===== src/rtl/lge_pkg.sv =====
// Shared constants and types for the life grid generation engine.
package lge_pkg;

  // Item operation codes.
  localparam logic [1:0] OP_WRITE = 2'd0;
  localparam logic [1:0] OP_READ  = 2'd1;
  localparam logic [1:0] OP_STEP  = 2'd2;

  // Configuration register indexes and port geometry.
  localparam logic REG_GRID_WIDTH  = 1'b0;
  localparam logic REG_GRID_HEIGHT = 1'b1;
  localparam int   APB_ADDR_W      = 3;
  localparam int   APB_DATA_W      = 32;
  localparam int   CFG_W           = 9;
  localparam logic [CFG_W-1:0] SIZE_RESET = 9'd256;

  // Life rule: birth on three live neighbors, survival on two or three.
  localparam logic [3:0] NB_BIRTH   = 4'd3;
  localparam logic [3:0] NB_SURVIVE = 4'd2;

  // 3x3 neighborhood of one cell; bit 2 is the left column, bit 0 the right.
  typedef struct packed {
    logic [2:0] above;
    logic [2:0] center;
    logic [2:0] below;
    logic       left_ok;
    logic       right_ok;
    logic       in_region;
  } window_t;

endpackage


===== src/rtl/lge_cell_rule.sv =====
// Shared cell evaluator: counts live neighbors and applies the B3/S23 rule.
module lge_cell_rule (
  input  lge_pkg::window_t win,
  output logic             next_alive
);
  import lge_pkg::*;

  logic [7:0] nb;
  logic [3:0] count;

  always_comb begin
    nb = {win.above[2]  & win.left_ok, win.above[1],  win.above[0]  & win.right_ok,
          win.center[2] & win.left_ok,                win.center[0] & win.right_ok,
          win.below[2]  & win.left_ok, win.below[1],  win.below[0]  & win.right_ok};
    count = '0;
    for (int i = 0; i < 8; i++) begin
      count = count + 4'(nb[i]);
    end
    next_alive = win.in_region &&
                 ((count == NB_BIRTH) || (win.center[1] && (count == NB_SURVIVE)));
  end

endmodule


===== config.mk =====
export PLATFORM = sky130hd
export DESIGN_NAME = lge_cell_rule
export DESIGN_NICKNAME = d
export VERILOG_FILES = /design/src/rtl/lge_pkg.sv /design/src/rtl/lge_cell_rule.sv
export SDC_FILE = /design/constraint.sdc
export NUM_CORES = 1
export LEC_CHECK = 0
export BUFFER_PORTS_ARGS = -buffer_cell sky130_fd_sc_hd__buf_2
export CAP_MARGIN = 20
export CORE_AREA = 3 3 40 42
export DETAILED_ROUTE_END_ITERATION = 8
export DIE_AREA = 0 0 43 45
export PLACE_DENSITY_LB_ADDON = 0.25
export SLEW_MARGIN = 20
export SYNTH_ARGS = -nofsm -noshare
export SYNTH_HDL_FRONTEND = slang
export SYNTH_SLANG_ARGS = --single-unit

===== constraint.sdc =====
create_clock -name vclk -period 8.55
set_input_delay 0.4275 -clock vclk [all_inputs]
set_output_delay 0.4275 -clock vclk [all_outputs]
set_load 0.05 [all_outputs]

==> results of run 1 <==
[kinds of logic after synthesis]
| logic type | share of synthesized area |
|---|---|
| adders and majority gates | 0.610 |
| AOI/OAI and AO/OA | 0.0714 |
| buffers and inverters | 0.0584 |
| and+or+nand+nor | 0.260 |
[through the flow]
stage,instances,instance area (µm²),util
floorplan,21,193,-
global placement,49,277,0.215
detailed placement,49,277,0.215
CTS,49,277,0.215
global route,49,277,0.215
finish,49,277,0.215
[power breakdown]
part	leakage, nW	total (mW)	switching (mW)	internal [mW]
clock network	0	0	0	0
registers	0	0	0	0
logic	0.150	0.0236	0.0135	0.0101
[Yosys cell counts]
cell type	number	share of area
sky130_fd_sc_hd__and2_1	4	0.13
sky130_fd_sc_hd__fa_1	4	0.42
sky130_fd_sc_hd__ha_1	3	0.19
sky130_fd_sc_hd__inv_1	3	0.058
sky130_fd_sc_hd__nand2_1	3	0.058
sky130_fd_sc_hd__a21oi_1	1	0.026
sky130_fd_sc_hd__nand2b_1	1	0.032
sky130_fd_sc_hd__nand3b_1	1	0.039
sky130_fd_sc_hd__o2111ai_1	1	0.045
[routing by layer]
| layer | vias to the layer above | routed length [µm] | share of wire |
|---|---|---|---|
| met2 | 13 | 136 | 0.31 |
| li1 | 94 | - | - |
| met5 | - | 0 | 0 |
| met1 | 77 | 222 | 0.51 |
| met3 | 0 | 75 | 0.17 |
| met4 | 0 | 0 | 0 |
[cell type report]
| cell class | instances | area, µm² |
|---|---|---|
| well taps | 15 | 18.8 |
| repair buffers | 13 | 65.1 |
| multi-input cells | 18 | 181 |
| inverters | 3 | 11.3 |
| fillers | 143 | 1010 |
[critical path, cell delays in order]
cell and delay, ns:
sky130_fd_sc_hd__buf_2 0.11, sky130_fd_sc_hd__and2_1 0.14, sky130_fd_sc_hd__fa_1 0.48, sky130_fd_sc_hd__inv_1 0.06
sky130_fd_sc_hd__fa_1 0.52, sky130_fd_sc_hd__inv_1 0.05, sky130_fd_sc_hd__fa_1 0.48, sky130_fd_sc_hd__ha_1 0.24
sky130_fd_sc_hd__fa_1 0.49, sky130_fd_sc_hd__o2111ai_1 0.09, sky130_fd_sc_hd__a21oi_1 0.12, sky130_fd_sc_hd__buf_2 0.27
[worst paths after layout]
check	start	slack, ns	to	cells past startpoint
hold / removal	win[0]	1.28	next_alive	4
setup / recovery	win[2]	4.65	next_alive	12
==> tab_implementation.tex, run 1 <==
\begin{tabular}{lr}
\hline
Metric & Value \\
\hline
\multicolumn{2}{l}{\textbf{Global route}} \\
\quad Global route overflow & 0 \\
\quad Total global-route track usage & 0.0475 \\
\quad Grt met3 use & 0.00797 \\
\quad First-pass GRT wire length & 745 µm \\
\quad Number of antenna violations at the first check in global routing & 0 \\
\quad Number of global-route vias before repair & 177 \\
\quad GR peak layer & met1 \\
\quad Met1 layer usage reported by global route & 0.0823 \\
\quad Maximum number of pins on one net before global-route repair & 4 \\
\quad Met2 demand-to-capacity share in global routing & 0.0629 \\
\multicolumn{2}{l}{\textbf{Detailed routing}} \\
\quad Initial drt markers & 1 \\
\quad Count of vias placed by the detailed router & 184 \\
\quad First-pass detailed-route iteration total & 2 \\
\quad Final Routed Wirelength & 433 µm \\
\quad WL per Instance & 8.84 µm \\
\quad Detail Route Antenna Nets & 0 \\
\quad Post-route DRC violation count & 0 \\
\quad Detail-routed via count per cell & 3.76 \\
\multicolumn{2}{l}{\textbf{Timing}} \\
\quad Maximum frequency from static timing analysis & 256 MHz \\
\quad Min Hold Slack & 1.28 ns \\
\quad Max Transition Viols Final & 0 \\
\quad Setup TNS after final layout & 0 ns \\
\quad Setup Viol. Count Final & 0 \\
\quad Hold violation total from the final report & 0 \\
\quad Tightest Pin Transition & 0.247 ns \\
\quad Worst slew slack as a fraction of its limit & 0.837 \\
\quad Setup slack of the critical path after layout & 4.65 ns \\
\quad Fin crit share & 0.456 \\
\quad Unrepaired setup endpoints after global routing & no \\
\quad Min cycle time layout & 3.90 ns \\
\multicolumn{2}{l}{\textbf{Final layout}} \\
\quad Combined flip-flop and latch cell area & 0 µm² \\
\quad Clock Buffer Count & 0 \\
\quad Most frequent cells in the layout & 13 x sky130\_fd\_sc\_hd\_\_buf\_2, 4 x sky130\_fd\_sc\_hd\_\_and2\_1, 4 x sky130\_fd\_sc\_hd\_\_fa\_1 \\
\quad Area growth syn-to-layout & 43.5\% \\
\quad Fraction of layout cells with a size suffix above 1 & 0.382 \\
\quad Most common library cell in the layout ignoring fill and taps & sky130\_fd\_sc\_hd\_\_buf\_2 \\
\quad Seq Cell Count & 0 \\
\quad Antenna cells & 0 \\
\quad Final-stage net count & 55 \\
\multicolumn{2}{l}{\textbf{Logic synthesis}} \\
\quad Synth cell types & 9 \\
\quad Post-synth design cell area & 193 µm² \\
\quad Synth Warn \# & 0 \\
\quad Synth Net Count & 40 \\
\quad Post-synthesis instance total & 21 \\
\quad Post-Syn Area per Cell & 9.18 µm² \\
\quad Seq/Total Area, Yosys & 0 \\
\multicolumn{2}{l}{\textbf{Floorplan}} \\
\quad Top-level port count & 13 \\
\quad Overall die area & 1940 µm² \\
\quad Starting density of the core & 0.150 \\
\quad Die Width & 43 µm \\
\quad Standard-cell rows & 13 \\
\quad Die span in y & 45 µm \\
\quad Area of the placeable core & 1280 µm² \\
\multicolumn{2}{l}{\textbf{Power}} \\
\quad Static leakage & 0.150 nW \\
\quad Pwr per Cell Area & 85.4 nW/µm² \\
\quad Maximum VDD drop & 0.0438 mV \\
\quad Overall power of the completed layout & 23.6 µW \\
\multicolumn{2}{l}{\textbf{Critical path}} \\
\quad Worst Path Max Fanout & 3 \\
\quad Data arrival time at the worst-slack endpoint & 3.47 ns \\
\quad Worst setup path class & in2out \\
\quad Worst Setup End Kind & output pin \\
\quad CP startpoint kind & input pin \\
\quad Worst path required time & 8.12 ns \\
\multicolumn{2}{l}{\textbf{Clock tree}} \\
\quad Setup fix buffers added after clock tree synthesis & 0 \\
\quad Post\_cts resized & 0 \\
\quad Count of hold-fix buffers inserted at cts & 0 \\
\multicolumn{2}{l}{\textbf{Placed design}} \\
\quad Final Wtd Congestion & 0.659 \\
\quad Detailed-placement wirelength estimate & 416 µm \\
\quad Number of buffers inserted by port buffering & 13 \\
\quad Setup slack at placement & 4.65 ns \\
\multicolumn{2}{l}{\textbf{Hold path}} \\
\quad Hold WC Path Type & in2out \\
\multicolumn{2}{l}{\textbf{Run status}} \\
\quad Run status & finished, final reports clean \\
\multicolumn{2}{l}{\textbf{Flow run}} \\
\quad Number of maximum-capacitance violations & 0 \\
\hline
\end{tabular}
Note: power is estimated with default switching activity, not from simulation.
==> run 2: changes to the inputs <==
==> constraint.sdc (replaced) <==
create_clock -name vclk -period 3.5
set_input_delay 0.175 -clock vclk [all_inputs]
set_output_delay 0.175 -clock vclk [all_outputs]
set_load 0.05 [all_outputs]
==> run 2 against run 1 <==
Clock-buffer cell count unchanged. Global-route usage rose by 0.18 points. First-iteration DRC count did not move. Hold slack got worse by 0.51 ns. Power increased to 2.6 times the previous value. Critical endpoint unchanged.
==> tab_implementation.tex, run 2 (synthesis results as in run 1) <==
\begin{tabular}{lr}
\hline
Metric & Value \\
\hline
\multicolumn{2}{l}{\textbf{Run status}} \\
\quad Run status & finished, final reports clean (unchanged) \\
\multicolumn{2}{l}{\textbf{Floorplan}} \\
\quad Overall die area & 1940 µm² (unchanged) \\
\quad Standard-cell rows & 13 (unchanged) \\
\quad Top-level port count & 13 (unchanged) \\
\quad Die Width & 43 µm (unchanged) \\
\quad Area of the placeable core & 1280 µm² (unchanged) \\
\quad Starting density of the core & 0.150 (unchanged) \\
\quad Die span in y & 45 µm (unchanged) \\
\multicolumn{2}{l}{\textbf{Critical path}} \\
\quad Worst Path Max Fanout & 3 (unchanged) \\
\quad Worst path top cell family by delay & adder cells (unchanged) \\
\quad Most prevalent standard cell on the critical path & sky130\_fd\_sc\_hd\_\_fa\_1 (unchanged) \\
\quad Worst path required time & 3.32 ns (was 8.12 ns) \\
\quad Launching instance or port of the critical path & win[2] (unchanged) \\
\quad Data arrival time at the worst-slack endpoint & 3.19 ns (was 3.47 ns) \\
\quad Worst path buffer plus inverter count & 4 (unchanged) \\
\quad CP startpoint kind & input pin (unchanged) \\
\quad Critical-path top delay cell & sky130\_fd\_sc\_hd\_\_fa\_1 (unchanged) \\
\quad Worst Setup End Kind & output pin (unchanged) \\
\quad Largest stage delay, worst path & 0.53 ns (was 0.52 ns) \\
\quad Worst setup path class & in2out (unchanged) \\
\quad Cell breakdown of the critical path & buf\_2 -> and2\_1 -> fa\_1 -> inv\_1 -> fa\_1 -> inv\_1 -> fa\_1 -> ha\_1 -> fa\_1 -> o2111ai\_1 -> a21oi\_2 -> buf\_4 (was buf\_2 -> and2\_1 -> fa\_1 -> inv\_1 -> fa\_1 -> inv\_1 -> fa\_1 -> ha\_1 -> fa\_1 -> o2111ai\_1 -> a21oi\_1 -> buf\_2) \\
\multicolumn{2}{l}{\textbf{Power}} \\
\quad Design internal power & 26.9 µW (was 10.1 µW) \\
\quad Pwr per Cell Area & 214 nW/µm² (was 85.4 nW/µm²) \\
\quad Maximum VDD drop & 0.117 mV (was 0.0438 mV) \\
\quad Relative contribution of combinational cells to total power & 1.000 (about the same) \\
\quad Clk network pwr share & 0 (about the same) \\
\quad Overall power of the completed layout & 60.6 µW (was 23.6 µW) \\
\quad Switching share of power & 0.556 (was 0.572) \\
\quad Static leakage & 0.149 nW (was 0.150 nW) \\
\quad Sequential share of power & 0 (about the same) \\
\quad Psw & 33.7 µW (was 13.5 µW) \\
\multicolumn{2}{l}{\textbf{Global route}} \\
\quad First-pass GRT wire length & 772 µm (was 745 µm) \\
\quad Maximum number of pins on one net before global-route repair & 4 (unchanged) \\
\quad Total global-route track usage & 0.0493 (was 0.0475) \\
\quad Number of global-route vias before repair & 191 (was 177) \\
\quad Global route overflow & 0 (unchanged) \\
\quad Number of antenna violations at the first check in global routing & 0 (unchanged) \\
\multicolumn{2}{l}{\textbf{Timing}} \\
\quad Tightest Pin Transition & 0.204 ns (was 0.247 ns) \\
\quad Fin crit share & 0.963 \\
\quad Worst slew slack as a fraction of its limit & 0.864 (was 0.837) \\
\quad Maximum frequency from static timing analysis & 297 MHz \\
\quad Setup TNS after final layout & 0 ns (unchanged) \\
\quad Hold violation total from the final report & 0 (unchanged) \\
\quad Max Transition Viols Final & 0 (unchanged) \\
\quad Setup Viol. Count Final & 0 (unchanged) \\
\quad Min cycle time layout & 3.37 ns \\
\multicolumn{2}{l}{\textbf{Clock tree}} \\
\quad Setup fix buffers added after clock tree synthesis & 0 (unchanged) \\
\multicolumn{2}{l}{\textbf{Placed design}} \\
\quad Area after DPL & 280 µm² (was 277 µm²) \\
\quad Number of buffers inserted by port buffering & 13 (unchanged) \\
\quad Detailed-placement wirelength estimate & 395 µm (was 416 µm) \\
\quad Final Wtd Congestion & 0.640 (was 0.659) \\
\quad Instance count after placement with tap cells included & 49 (unchanged) \\
\multicolumn{2}{l}{\textbf{Detailed routing}} \\
\quad First-pass detailed-route iteration total & 4 (was 2) \\
\quad Initial drt markers & 1 (unchanged) \\
\quad Post-route DRC violation count & 0 (unchanged) \\
\quad Detail-routed via count per cell & 3.73 (was 3.76) \\
\quad WL per Instance & 8.16 µm (was 8.84 µm) \\
\quad Count of vias placed by the detailed router & 183 (was 184) \\
\quad Final Routed Wirelength & 400 µm (was 433 µm) \\
\quad Detail Route Antenna Nets & 0 (unchanged) \\
\multicolumn{2}{l}{\textbf{Hold path}} \\
\quad Hold WC Path Type & in2out (unchanged) \\
\quad Number of cells on the worst hold path & 4 (unchanged) \\
\quad Terminating pin of the worst hold path & next\_alive (unchanged) \\
\quad Worst hold path startpoint & win[0] (unchanged) \\
\multicolumn{2}{l}{\textbf{Final layout}} \\
\quad Post-route cell area & 283 µm² (was 277 µm²) \\
\quad Antenna cells & 0 (unchanged) \\
\quad Most frequent cells in the layout & 12 x sky130\_fd\_sc\_hd\_\_buf\_2, 4 x sky130\_fd\_sc\_hd\_\_and2\_1, 4 x sky130\_fd\_sc\_hd\_\_fa\_1 (was 13 x sky130\_fd\_sc\_hd\_\_buf\_2, 4 x sky130\_fd\_sc\_hd\_\_and2\_1, 4 x sky130\_fd\_sc\_hd\_\_fa\_1) \\
\quad Fraction of layout cells with a size suffix above 1 & 0.412 (was 0.382) \\
\quad Clock Buffer Count & 0 (unchanged) \\
\quad Seq Cell Count & 0 (unchanged) \\
\quad Final-stage net count & 55 (unchanged) \\
\quad Number of standard cells in the layout, taps in and fillers out & 49 (unchanged) \\
\quad Combined flip-flop and latch cell area & 0 µm² (unchanged) \\
\quad Area growth syn-to-layout & 46.8\% (was 43.5\%) \\
\quad Most common library cell in the layout ignoring fill and taps & sky130\_fd\_sc\_hd\_\_buf\_2 (unchanged) \\
\quad Filler Cells Inserted & 146 (was 143) \\
\multicolumn{2}{l}{\textbf{Flow run}} \\
\quad Number of maximum-capacitance violations & 0 (unchanged) \\
\hline
\end{tabular}
## run 2: changes by cell type in the layout (fill, tap and decap cells not counted)
| cell | delta |
|---|---|
| sky130_fd_sc_hd__a21oi_2 | +1 |
| sky130_fd_sc_hd__a21oi_1 | -1 |
| sky130_fd_sc_hd__buf_4 | +1 |
| sky130_fd_sc_hd__buf_2 | -1 |
## run 2: metrics by stage
| stage | setup slack, ns | utilization | hold slack [ns] |
|---|---|---|---|
| floorplan | 0.176 | - | 0.562 |
| global placement | 0.0675 | 0.218 | 0.792 |
| detailed placement | 0.0917 | 0.218 | 0.792 |
| CTS | 0.0605 | 0.218 | 0.793 |
| global route | -0.00154 | 0.220 | 0.791 |
| finish | 0.131 | 0.220 | 0.770 |
## run 2: how the worst max path moves through the flow
stage	end	slack, ns	depth (start not counted)
2_1_floorplan	next_alive	0.18	10
3_3_place_gp	next_alive	0.07	12
3_5_place_dp	next_alive	0.09	12
4_1_cts	next_alive	0.06	12
5_1_grt	next_alive	-0.002	13
6_report	next_alive	0.13	12
## run 2: area by class of cell
type / instances / area [µm²] / area share
Tap cell: 15 / 18.8 / 0.0664
Inverter: 3 / 11.3 / 0.0398
Timing Repair Buffer: 13 / 67.6 / 0.239
Multi-Input combinational cell: 18 / 185 / 0.655
## run 2: routing by layer
metal / part of all wire / up-vias / global-route usage
met5: 0 / - / 0
met4: 0 / 0 / 0
li1: - / 94 / -
met3: 0.16 / 0 / 0.00398
met2: 0.31 / 13 / 0.0719
met1: 0.53 / 76 / 0.0827
## run 2: timing repair
action | 4_1_cts | 5_1_grt
gates resized for setup | 0 | 2
hold buffers | 0 | 0
endpoints found under the setup margin | 0 | 1
## run 2: power by group through the flow
stage / logic [mW] / registers (mW) / clock network (mW)
after global routing: 0.0694 / 0 / 0
after floorplan: 0.0425 / 0 / 0
final: 0.0606 / 0 / 0
after detailed placement: 0.0596 / 0 / 0
after global placement: 0.0602 / 0 / 0
after CTS: 0.0606 / 0 / 0
## run 2: worst min-delay path, stage by stage
cell,delay [ns]
sky130_fd_sc_hd__buf_2,0.10
sky130_fd_sc_hd__o2111ai_1,0.11
sky130_fd_sc_hd__a21oi_2,0.04
sky130_fd_sc_hd__buf_4,0.18
