### src/rtl/lge_pkg.sv
// Shared constants and types for the life grid generation engine.
package lge_pkg;

  // Item operation codes.
  localparam logic [1:0] OP_WRITE = 2'd0;
  localparam logic [1:0] OP_READ  = 2'd1;
  localparam logic [1:0] OP_STEP  = 2'd2;

  // Configuration register indexes and port geometry.
  localparam logic REG_GRID_WIDTH  = 1'b0;
  localparam logic REG_GRID_HEIGHT = 1'b1;
  localparam int   APB_ADDR_W      = 3;
  localparam int   APB_DATA_W      = 32;
  localparam int   CFG_W           = 9;
  localparam logic [CFG_W-1:0] SIZE_RESET = 9'd256;

  // Life rule: birth on three live neighbors, survival on two or three.
  localparam logic [3:0] NB_BIRTH   = 4'd3;
  localparam logic [3:0] NB_SURVIVE = 4'd2;

  // 3x3 neighborhood of one cell; bit 2 is the left column, bit 0 the right.
  typedef struct packed {
    logic [2:0] above;
    logic [2:0] center;
    logic [2:0] below;
    logic       left_ok;
    logic       right_ok;
    logic       in_region;
  } window_t;

endpackage

### src/rtl/lge_apb_regs.sv
// APB register file holding the grid width and height.
module lge_apb_regs (
  input  logic                             clk,
  input  logic                             rst,
  input  logic                             psel,
  input  logic                             penable,
  input  logic                             pwrite,
  input  logic [lge_pkg::APB_ADDR_W-1:0]   paddr,
  input  logic [lge_pkg::APB_DATA_W-1:0]   pwdata,
  output logic [lge_pkg::APB_DATA_W-1:0]   prdata,
  output logic                             pready,
  output logic [lge_pkg::CFG_W-1:0]        grid_width,
  output logic [lge_pkg::CFG_W-1:0]        grid_height
);
  import lge_pkg::*;

  logic reg_sel;

  assign reg_sel = paddr[2];
  assign pready  = 1'b1;

  always_ff @(posedge clk) begin
    if (rst) begin
      grid_width  <= SIZE_RESET;
      grid_height <= SIZE_RESET;
    end else if (psel && penable && pwrite) begin
      unique case (reg_sel)
        REG_GRID_WIDTH:  grid_width  <= pwdata[CFG_W-1:0];
        REG_GRID_HEIGHT: grid_height <= pwdata[CFG_W-1:0];
      endcase
    end
  end

  always_comb begin
    unique case (reg_sel)
      REG_GRID_WIDTH:  prdata = APB_DATA_W'(grid_width);
      REG_GRID_HEIGHT: prdata = APB_DATA_W'(grid_height);
    endcase
  end

endmodule

### config.mk
export PLATFORM = sky130hd
export DESIGN_NAME = lge_apb_regs
export DESIGN_NICKNAME = d
export VERILOG_FILES = /design/src/rtl/lge_pkg.sv /design/src/rtl/lge_apb_regs.sv
export SDC_FILE = /design/constraint.sdc
export NUM_CORES = 1
export LEC_CHECK = 0
export BUFFER_PORTS_ARGS = -buffer_cell sky130_fd_sc_hd__buf_4
export CAP_MARGIN = 40
export CELL_PAD_IN_SITES_DETAIL_PLACEMENT = 1
export CELL_PAD_IN_SITES_GLOBAL_PLACEMENT = 1
export CORE_AREA = 2 2 66 68
export DETAILED_ROUTE_END_ITERATION = 12
export DIE_AREA = 0 0 68 70
export PLACE_DENSITY_LB_ADDON = 0.1
export SLEW_MARGIN = 25
export SYNTH_ARGS = -nofsm -noshare
export SYNTH_HDL_FRONTEND = slang
export SYNTH_SLANG_ARGS = --single-unit
### constraint.sdc
create_clock -name clk -period 1.05 [get_ports clk]
set_input_delay 0.0525 -clock clk [delete_from_list [all_inputs] [get_ports clk]]
set_output_delay 0.0525 -clock clk [all_outputs]
set_load 0.02 [all_outputs]
==> flow_summary.ini, run 1 <==
[setup_path]
r2r-start = grid_width[8]
worstPathCellList = mux2_4, buf_6
cp_max_fo = 3
max_stage_delay_ns = 0.33
arrival_ns = 0.98
start_kind = flop
crit_slowest_cell = dfxtp_2
crit_type = flop to output pin
cp-startpoint = grid_width[4]
critPathRequiredTime_ns = 1.00
crit_path_end_kind = output pin

[route]
drt-wirelength-per-cell_um = 12.41
drtIter0Drc = 24
drc = 0
ant_nets = 0
via_per_inst = 3.961
drt-total-wl_mm = 2.557
first_pass_iters = 4
vias = 816

[pwr]
finalPower_mw = 1.496
power_density_nw_per_um2 = 984.3
p_leak_nw = 0.7683
ir_drop_uv = 316.6

[clock_network]
cts_root_buf = clkbuf_8
cts_buffers = 3
htree_levels = 1
cts_hold_buf = 0
clkTransAtPathRegs_ns = 0.07
clk_latency_ns = 0.25
cts_buffer_depth = 2
cts.sinks = 18
cts_tree = built

[sta]
hold_viol = 0
holdWs_ns = 0.07170
setup_viol = 0
fin_crit_ns = 1.031
final_max_slew_viol_count = 0
rsz0062_at_grt = true
skew_ns = 0
period_share_pct = 98.18
fmax_mhz = 970.0

[global_route]
grt_pass1_vias = 840
grt_pass1_wl_mm = 3.864
grt_util_all_layers_pct = 10.72
antenna_found_initial = 0
grt_max_degree = 28
overflow = 0

[synthesis]
synth_top_area_share_pct = 33.26
synthAdderAreaFrac_pct = 0
yosysUniqueCellTypes = 13
ys.flop_type = dfxtp_1
synth_area_per_cell_um2 = 10.13
synth_common_cells = 25 x buf_4, 24 x nand2b_1, 18 x dfxtp_1, 18 x mux2i_1, 9 x mux2_2
synth_compound_area_share_pct = 0
syn_inst = 107
synth_area_leaders = dfxtp_1 33%, buf_4 17%, mux2i_1 17%
synth_top_cell_by_area = dfxtp_1
yosysMostFrequentCell = buf_4
yosysSeqAreaShare_pct = 33.26
async_reset_ff_share_pct = 0
synth-simple-area-share_pct = 19.98
synth_seq_cells = 18
yosys_warnings = 0
synth_xor_area_share_pct = 0
synth_top_family_by_area = multiplexers
netlist_area_um2 = 1084
synth_mux_area_share_pct = 25.98
synth-edff-count = 0

[cells_and_area]
final_area_um2 = 1520
antenna_cells = 0
nNetsFinal = 196
drive_above_1_share_pct = 53.90
area_growth_pct = 40.30

[placed_design]
post_dp_cell_area_um2 = 1329
gp_congestion = 0.6027
io_buffers = 41
hpwlAfterDp_mm = 1.832

[die]
core_um2 = 4144
die-area_um2 = 4760
io_pins = 91
fp-row-count = 24
fp.dieH_um = 70
start_util_pct = 26.15
die_width_um = 68

[min_path]
hold_path.class = input port to flop
hold_start = pwdata[8]

[run_status]
status = complete, no violations

[job]
maxCapViolations = 0
==> routing by layer <==
layer	vias to the layer above	share of wire, %	wire (µm)	global-route usage (%)
met5	-	0	0	0
met1	385	42	1083	12.59
met4	0	0.51	13	4.000
met2	31	51	1300	18.12
li1	398	-	-	-
met3	2	6.3	160	2.899
==> logic make-up (layout without fill, tap and decap cells) <==
group | Yosys count | count (layout)
other | 2 | 24
AND/OR/NAND/NOR | 31 | 31
buffers and inverters | 29 | 54
flip-flops | 18 | 18
multiplexers | 27 | 27
==> power breakdown <==
group | internal [mW] | leakage [nW] | switching, mW
Sequential | 0.701 | 0.153 | 0.0108
Combinational | 0.128 | 0.594 | 0.184
Clock | 0.255 | 0.0216 | 0.219
Total | 1.08 | 0.768 | 0.414
==> layout make-up <==
type	instances	area [µm²]
fill	469	2624
multi-input combinational	82	614.3
timing repair buffer	51	416.7
sequential	18	382.9
tap	52	65.06
clock buffer	3	41.29
==> final timing paths <==
kind         cells past startpoint        endpoint  slack [ns]
min                              3  grid_height[8]        0.07
max                              2       prdata[4]        0.02
min reg2reg                      2  grid_height[6]        0.48
max reg2reg                      3   grid_width[8]        0.33
==> metrics by stage <==
step | setup WS [ns] | util (%) | setup TNS, ns | instances
finish | 0.01908 | 36.68 | 0 | 206
floorplan | 0.2986 | - | 0 | 129
global route | -0.01770 | 36.68 | -0.07010 | 206
CTS | 0.0002184 | 34.99 | 0 | 203
detailed placement | 0.1313 | 32.07 | 0 | 194
global placement | 0.1238 | 32.07 | 0 | 194
==> layout by cell type, fill, tap and decap left out <==
cell,count
and4_1,1
and4b_1,1
buf_4,42
buf_6,9
clkbuf_8,3
conb_1,24
dfxtp_2,18
mux2_2,2
mux2_4,7
mux2i_1,18
nand2b_1,24
nand4_2,1
nand4b_4,1
nor2_1,3
==> critical path: cells and delay by family, from the launching register on <==
family | cells | cell delay, ns
muxes | 1 | 0.27
buffers and inverters | 1 | 0.13
DFF | 1 | 0.33
==> sequential cells by signal, indices dropped and copies added, names as in the netlist <==
name / flops
grid_width: 9
grid_height: 9
==> what timing repair did <==
item                                    in CTS  in global routing
hold endpoints to repair                     0                  0
pin swaps                                    0                  0
endpoints found under the setup margin       9                  9
gates resized for setup                     20                 14
setup buffers                                6                  3
(Power assumes the default switching activity.)
==> run 2, diff against run 1 <==
--- a/config.mk
+++ b/config.mk
@@ -12,7 +12,7 @@
 export CORE_AREA = 2 2 66 68
 export DETAILED_ROUTE_END_ITERATION = 12
 export DIE_AREA = 0 0 68 70
-export PLACE_DENSITY_LB_ADDON = 0.1
+export PLACE_DENSITY_LB_ADDON = 0.12
 export SLEW_MARGIN = 25
 export SYNTH_ARGS = -nofsm -noshare
 export SYNTH_HDL_FRONTEND = slang
==> run 2 against run 1 <==
Sequential power barely moved. Count of clock-buffer cells in the layout grew 1. Total power increased by 7.3%. Fmax fell by 0.63%. Critical path depth unchanged. Critical path type unchanged. Largest power group unchanged.
==> flow_summary.ini, run 2 (same netlist as run 1, synthesis figures left out) <==
[cells_and_area]
antenna_cells = 0
final_cell_mix = 43 x buf_4, 24 x nand2b_1, 24 x conb_1
reg_top3 = grid_height (9), grid_width (9)
layout_commonest_cell = buf_4
finalNonFillerCells = 209
nNetsFinal = 198
nFillCells = 496
area_growth_pct = 43.07
final_area_um2 = 1550
drive_above_1_share_pct = 54.78

[pwr]
ir_drop_uv = 523.2
power_density_nw_per_um2 = 1036
p_clk_share_pct = 36.1
p_int_mw = 1.164
power.switching_uw = 442.3
p_leak_nw = 0.7833
seq_power_share_pct = 44.2
switching_share_pct = 27.55
finalPower_mw = 1.606
comb_power_share_pct = 19.7

[sta]
setup_viol = 0
period_share_pct = 98.80
fmax_mhz = 963.9
setup_ws_ns = 0.01257
rsz0062_at_grt = true
fin_crit_ns = 1.037
hold_viol = 0
skew_ns = 0
final_max_slew_viol_count = 0

[route]
drc = 0
drt-wirelength-per-cell_um = 13.07
drt-total-wl_mm = 2.732
first_pass_iters = 3
drtIter0Drc = 15
via_per_inst = 3.986
ant_nets = 0
vias = 833

[setup_path]
start_kind = flop
critPathBufInv = 1
r2r_setup_slack_ns = 0.35
r2r-start = grid_height[2]
critPathRequiredTime_ns = 1.00
crit_slowest_cell = dfxtp_2
cp-startpoint = grid_width[8]
cp_num_cells = 2
worstPathCellList = mux2_4, buf_6
crit_path_end_kind = output pin
reg2reg_depth = 3
path_delay_family = flip-flops
arrival_ns = 0.98
regToRegEndpoint = grid_height[2]
max_stage_delay_ns = 0.33
crit_end = prdata[8]
crit_type = flop to output pin
cp_max_fo = 3

[die]
core_um2 = 4144
fp-row-count = 24
start_util_pct = 26.15
fp.dieH_um = 70
die_width_um = 68
die-area_um2 = 4760
io_pins = 91

[placed_design]
hpwlAfterDp_mm = 1.947
place_ws_ns = 0.05206
place_inst = 195
gp_congestion = 0.5903
io_buffers = 41
post_dp_cell_area_um2 = 1349

[global_route]
grt_pass1_wl_mm = 4.312
grt_busiest_layer = met2
grt_use_met1_pct = 14.24
overflow = 0
grt_pass1_vias = 847
grt_util_met3_pct = 2.576
grtUsageMet2_pct = 21.36
antenna_found_initial = 0
grt_util_all_layers_pct = 12.07
grt_max_degree = 28

[clock_network]
cts_tree = built
cts_root_buf = clkbuf_8
clkTransAtPathRegs_ns = 0.07
cts_buffer_depth = 2
cts_hold_buf = 0
cts_buffers = 3
cts.sinks = 18
htree_levels = 1
clk_latency_ns = 0.25

[min_path]
hold_path.class = input port to flop

[job]
maxCapViolations = 0

[run_status]
status = complete, no violations
-- run 2: cell count changes in the layout (fill, tap and decap cells not counted), sizes merged --
cell,delta
buf,+2
clkbuf,+1
-- run 2: how the worst min path moves through the flow --
stage | from | end | slack [ns] | depth (start not counted)
after floorplan | pwdata[8] | grid_height[8] | 0.22 | 2
after global placement | pwdata[8] | grid_height[8] | 0.32 | 3
after detailed placement | pwdata[8] | grid_height[8] | 0.35 | 3
after CTS | pwdata[5] | grid_width[5] | 0.08 | 3
after global routing | pwdata[1] | grid_height[1] | 0.1 | 3
final | pwdata[8] | grid_width[8] | 0.08 | 3
-- run 2: metrics by stage --
step	util, %	TNS (ns)	hold slack, ns
3_5_place_dp	32.55	0	0.3466
2_1_floorplan	-	0	0.2240
5_1_grt	37.41	-0.1137	0.09654
6_report	37.41	0	0.07827
4_1_cts	36.84	0	0.07828
3_3_place_gp	32.55	0	0.3185
-- run 2: what timing repair did --
action / CTS / global route
hold endpoints to repair: 0 / 0
setup buffers: 10 / 0
pin swaps: 0 / 0
gates resized for setup: 24 / 7
endpoints found under the setup margin: 9 / 9
-- run 2: layer usage --
metal	wire [µm]	vias up
met5	0	-
met4	19	0
met3	142	2
met2	1478	28
met1	1092	400
li1	-	403
-- run 2: power groups by stage --
stage	sequential (mW)	combinational (mW)	clock [mW]
after floorplan	0.741	0.239	0
after global placement	0.724	0.290	0
after detailed placement	0.725	0.293	0
after CTS	0.709	0.314	0.597
after global routing	0.712	0.342	0.629
final	0.710	0.317	0.579
-- run 2: final cells by class --
class | instances | area, µm² | share of cell area, %
multi-input cells | 82 | 603.1 | 38.90
clock buffers | 4 | 55.05 | 3.551
flip-flops and latches | 18 | 382.9 | 24.70
repair buffers | 53 | 444.2 | 28.65
well taps | 52 | 65.06 | 4.197
-- run 2: worst min-delay path, cell delays in order --
cell and delay (ns):
buf_4 0.08, nor2_1 0.05, mux2i_1 0.12
==> run 3, diff against run 2 <==
--- a/config.mk
+++ b/config.mk
@@ -12,8 +12,7 @@
 export CORE_AREA = 2 2 66 68
 export DETAILED_ROUTE_END_ITERATION = 12
 export DIE_AREA = 0 0 68 70
-export PLACE_DENSITY_LB_ADDON = 0.12
-export SLEW_MARGIN = 25
+export PLACE_DENSITY = 0.82
 export SYNTH_ARGS = -nofsm -noshare
 export SYNTH_HDL_FRONTEND = slang
 export SYNTH_SLANG_ARGS = --single-unit
==> run 3 against run 2 <==
Worst hold slack worse by 0.0036 ns. Via count fell by 4.2%. Global-route usage shrank 2.2 points. Die area did not move. Sequential share of layout area increased by 0.87 points. Sequential power barely moved. Combinational power is 3% lower. Cell count shrank 2.4%. Count of clock-buffer cells in the layout shrank 1. Critical path depth stayed put. Worst setup slack improved by 0.010 ns.
==> flow_summary.ini, run 3 (same netlist as run 1, synthesis figures left out) <==
[cells_and_area]
utilization_pct = 36.14
ff_latch_area_um2 = 382.9
final_area_um2 = 1498
antenna_cells = 0
final_cell_mix = 40 x buf_4, 24 x nand2b_1, 24 x conb_1
reg_top3 = grid_height (9), grid_width (9)
drive_above_1_share_pct = 53.29
nFillCells = 486
area_growth_pct = 38.22
finalNonFillerCells = 204
nNetsFinal = 194
multi_input_area_um2 = 606.8
layout_commonest_cell = buf_4

[route]
drtIter0Drc = 10
drc = 0
via_per_inst = 3.912
drt-total-wl_mm = 2.360
first_pass_iters = 3
ant_nets = 0
drt-wirelength-per-cell_um = 11.57
vias = 798

[placed_design]
place_inst = 195
gp_congestion = 0.6137
hpwlAfterDp_mm = 1.733
post_dp_cell_area_um2 = 1336
io_buffers = 41

[setup_path]
cp-startpoint = grid_height[5]
cp_max_fo = 3
start_kind = flop
regToRegEndpoint = grid_width[7]
r2r-start = grid_width[7]
critPathRequiredTime_ns = 1.00
crit_type = flop to output pin
arrival_ns = 0.97
crit_path_end_kind = output pin
reg2reg_depth = 3
r2r_setup_slack_ns = 0.35
crit_end = prdata[5]

[global_route]
grt_util_all_layers_pct = 9.831
grt_pass1_vias = 771
overflow = 0
antenna_found_initial = 0
grt_pass1_wl_mm = 3.532
grt_max_degree = 28

[sta]
setup_viol = 0
rsz0062_at_grt = true
hold_viol = 0
period_share_pct = 97.81
skew_ns = 0
final_max_slew_viol_count = 0
fin_crit_ns = 1.027
fmax_mhz = 973.7

[pwr]
finalPower_mw = 1.485
comb_power_share_pct = 20.6
seq_power_share_pct = 47.9
power.switching_uw = 405.4
p_int_mw = 1.080
switching_share_pct = 27.30
p_leak_nw = 0.7539
ir_drop_uv = 509.6
power_density_nw_per_um2 = 991.5
p_clk_share_pct = 31.5

[clock_network]
clkTransAtPathRegs_ns = 0.06
htree_levels = 1
cts_buffers = 3
clk_latency_ns = 0.25
cts_tree = built
cts.sinks = 18
cts_buffer_depth = 2
cts_root_buf = clkbuf_8

[die]
core_um2 = 4144
die-area_um2 = 4760
fp-row-count = 24
start_util_pct = 26.15
die_width_um = 68
fp.dieH_um = 70
io_pins = 91

[job]
maxCapViolations = 0

[min_path]
hold_path.class = input port to flop

[run_status]
status = complete, no violations
[run 3: changes by cell type in the layout (fill, tap and decap cells not counted)]
cell / previous run / this run
buf_12: 1 / 0
clkbuf_8: 4 / 3
mux2_4: 4 / 5
mux2_2: 5 / 4
buf_4: 43 / 40
[run 3: critical path, stage by stage (launching register included)]
cell     delay, ns
dfxtp_2       0.33
mux2_2        0.27
buf_6         0.13
[run 3: how the worst min path moves through the flow]
stage | from | to | slack (ns) | cells past startpoint
final | pwdata[8] | grid_height[8] | 0.07 | 3
after global routing | pwdata[8] | grid_height[8] | 0.08 | 3
after CTS | pwdata[8] | grid_height[8] | 0.08 | 3
after detailed placement | pwdata[8] | grid_height[8] | 0.34 | 3
after global placement | pwdata[8] | grid_height[8] | 0.32 | 3
after floorplan | pwdata[8] | grid_height[8] | 0.22 | 2
[run 3: power groups by stage]
stage               logic, mW  registers, mW  clock network, mW
floorplan               0.239          0.741                  0
global placement        0.284          0.725                  0
detailed placement      0.287          0.725                  0
CTS                     0.294          0.710              0.490
global route            0.330          0.713              0.520
finish                  0.306          0.711              0.468
[run 3: layout make-up]
| class | instances | share of cell area [%] |
|---|---|---|
| Sequential cell | 18 | 25.56 |
| Tap cell | 52 | 4.344 |
| Clock buffer | 3 | 2.757 |
| Multi-Input combinational cell | 82 | 40.52 |
| Timing Repair Buffer | 49 | 26.82 |
[run 3: what timing repair did]
item                                   4_1_cts  5_1_grt
hold buffers                                 0        0
pin swaps                                    0        0
cloned                                       0        0
resized for setup                            9       23
endpoints found under the hold margin        0        0
setup endpoints to repair                    7        9
setup buffers                                4        2
[run 3: per-layer routing]
metal  global-route usage (%)  up-vias  share of wire [%]
met5                        0        -                  0
met4                    2.667        0               0.59
met3                    2.899        2                8.3
met2                    16.72       41                 49
met1                    11.75      360                 42
li1                         -      395                  -
[run 3: metrics by stage]
stage | hold slack (ns) | setup WS (ns) | setup TNS, ns
after global routing | 0.07632 | -0.007007 | -0.02542
after global placement | 0.3221 | 0.1646 | 0
after floorplan | 0.2240 | 0.2986 | 0
final | 0.07469 | 0.02302 | 0
after detailed placement | 0.3371 | 0.1355 | 0
after CTS | 0.07573 | 0.00008604 | 0
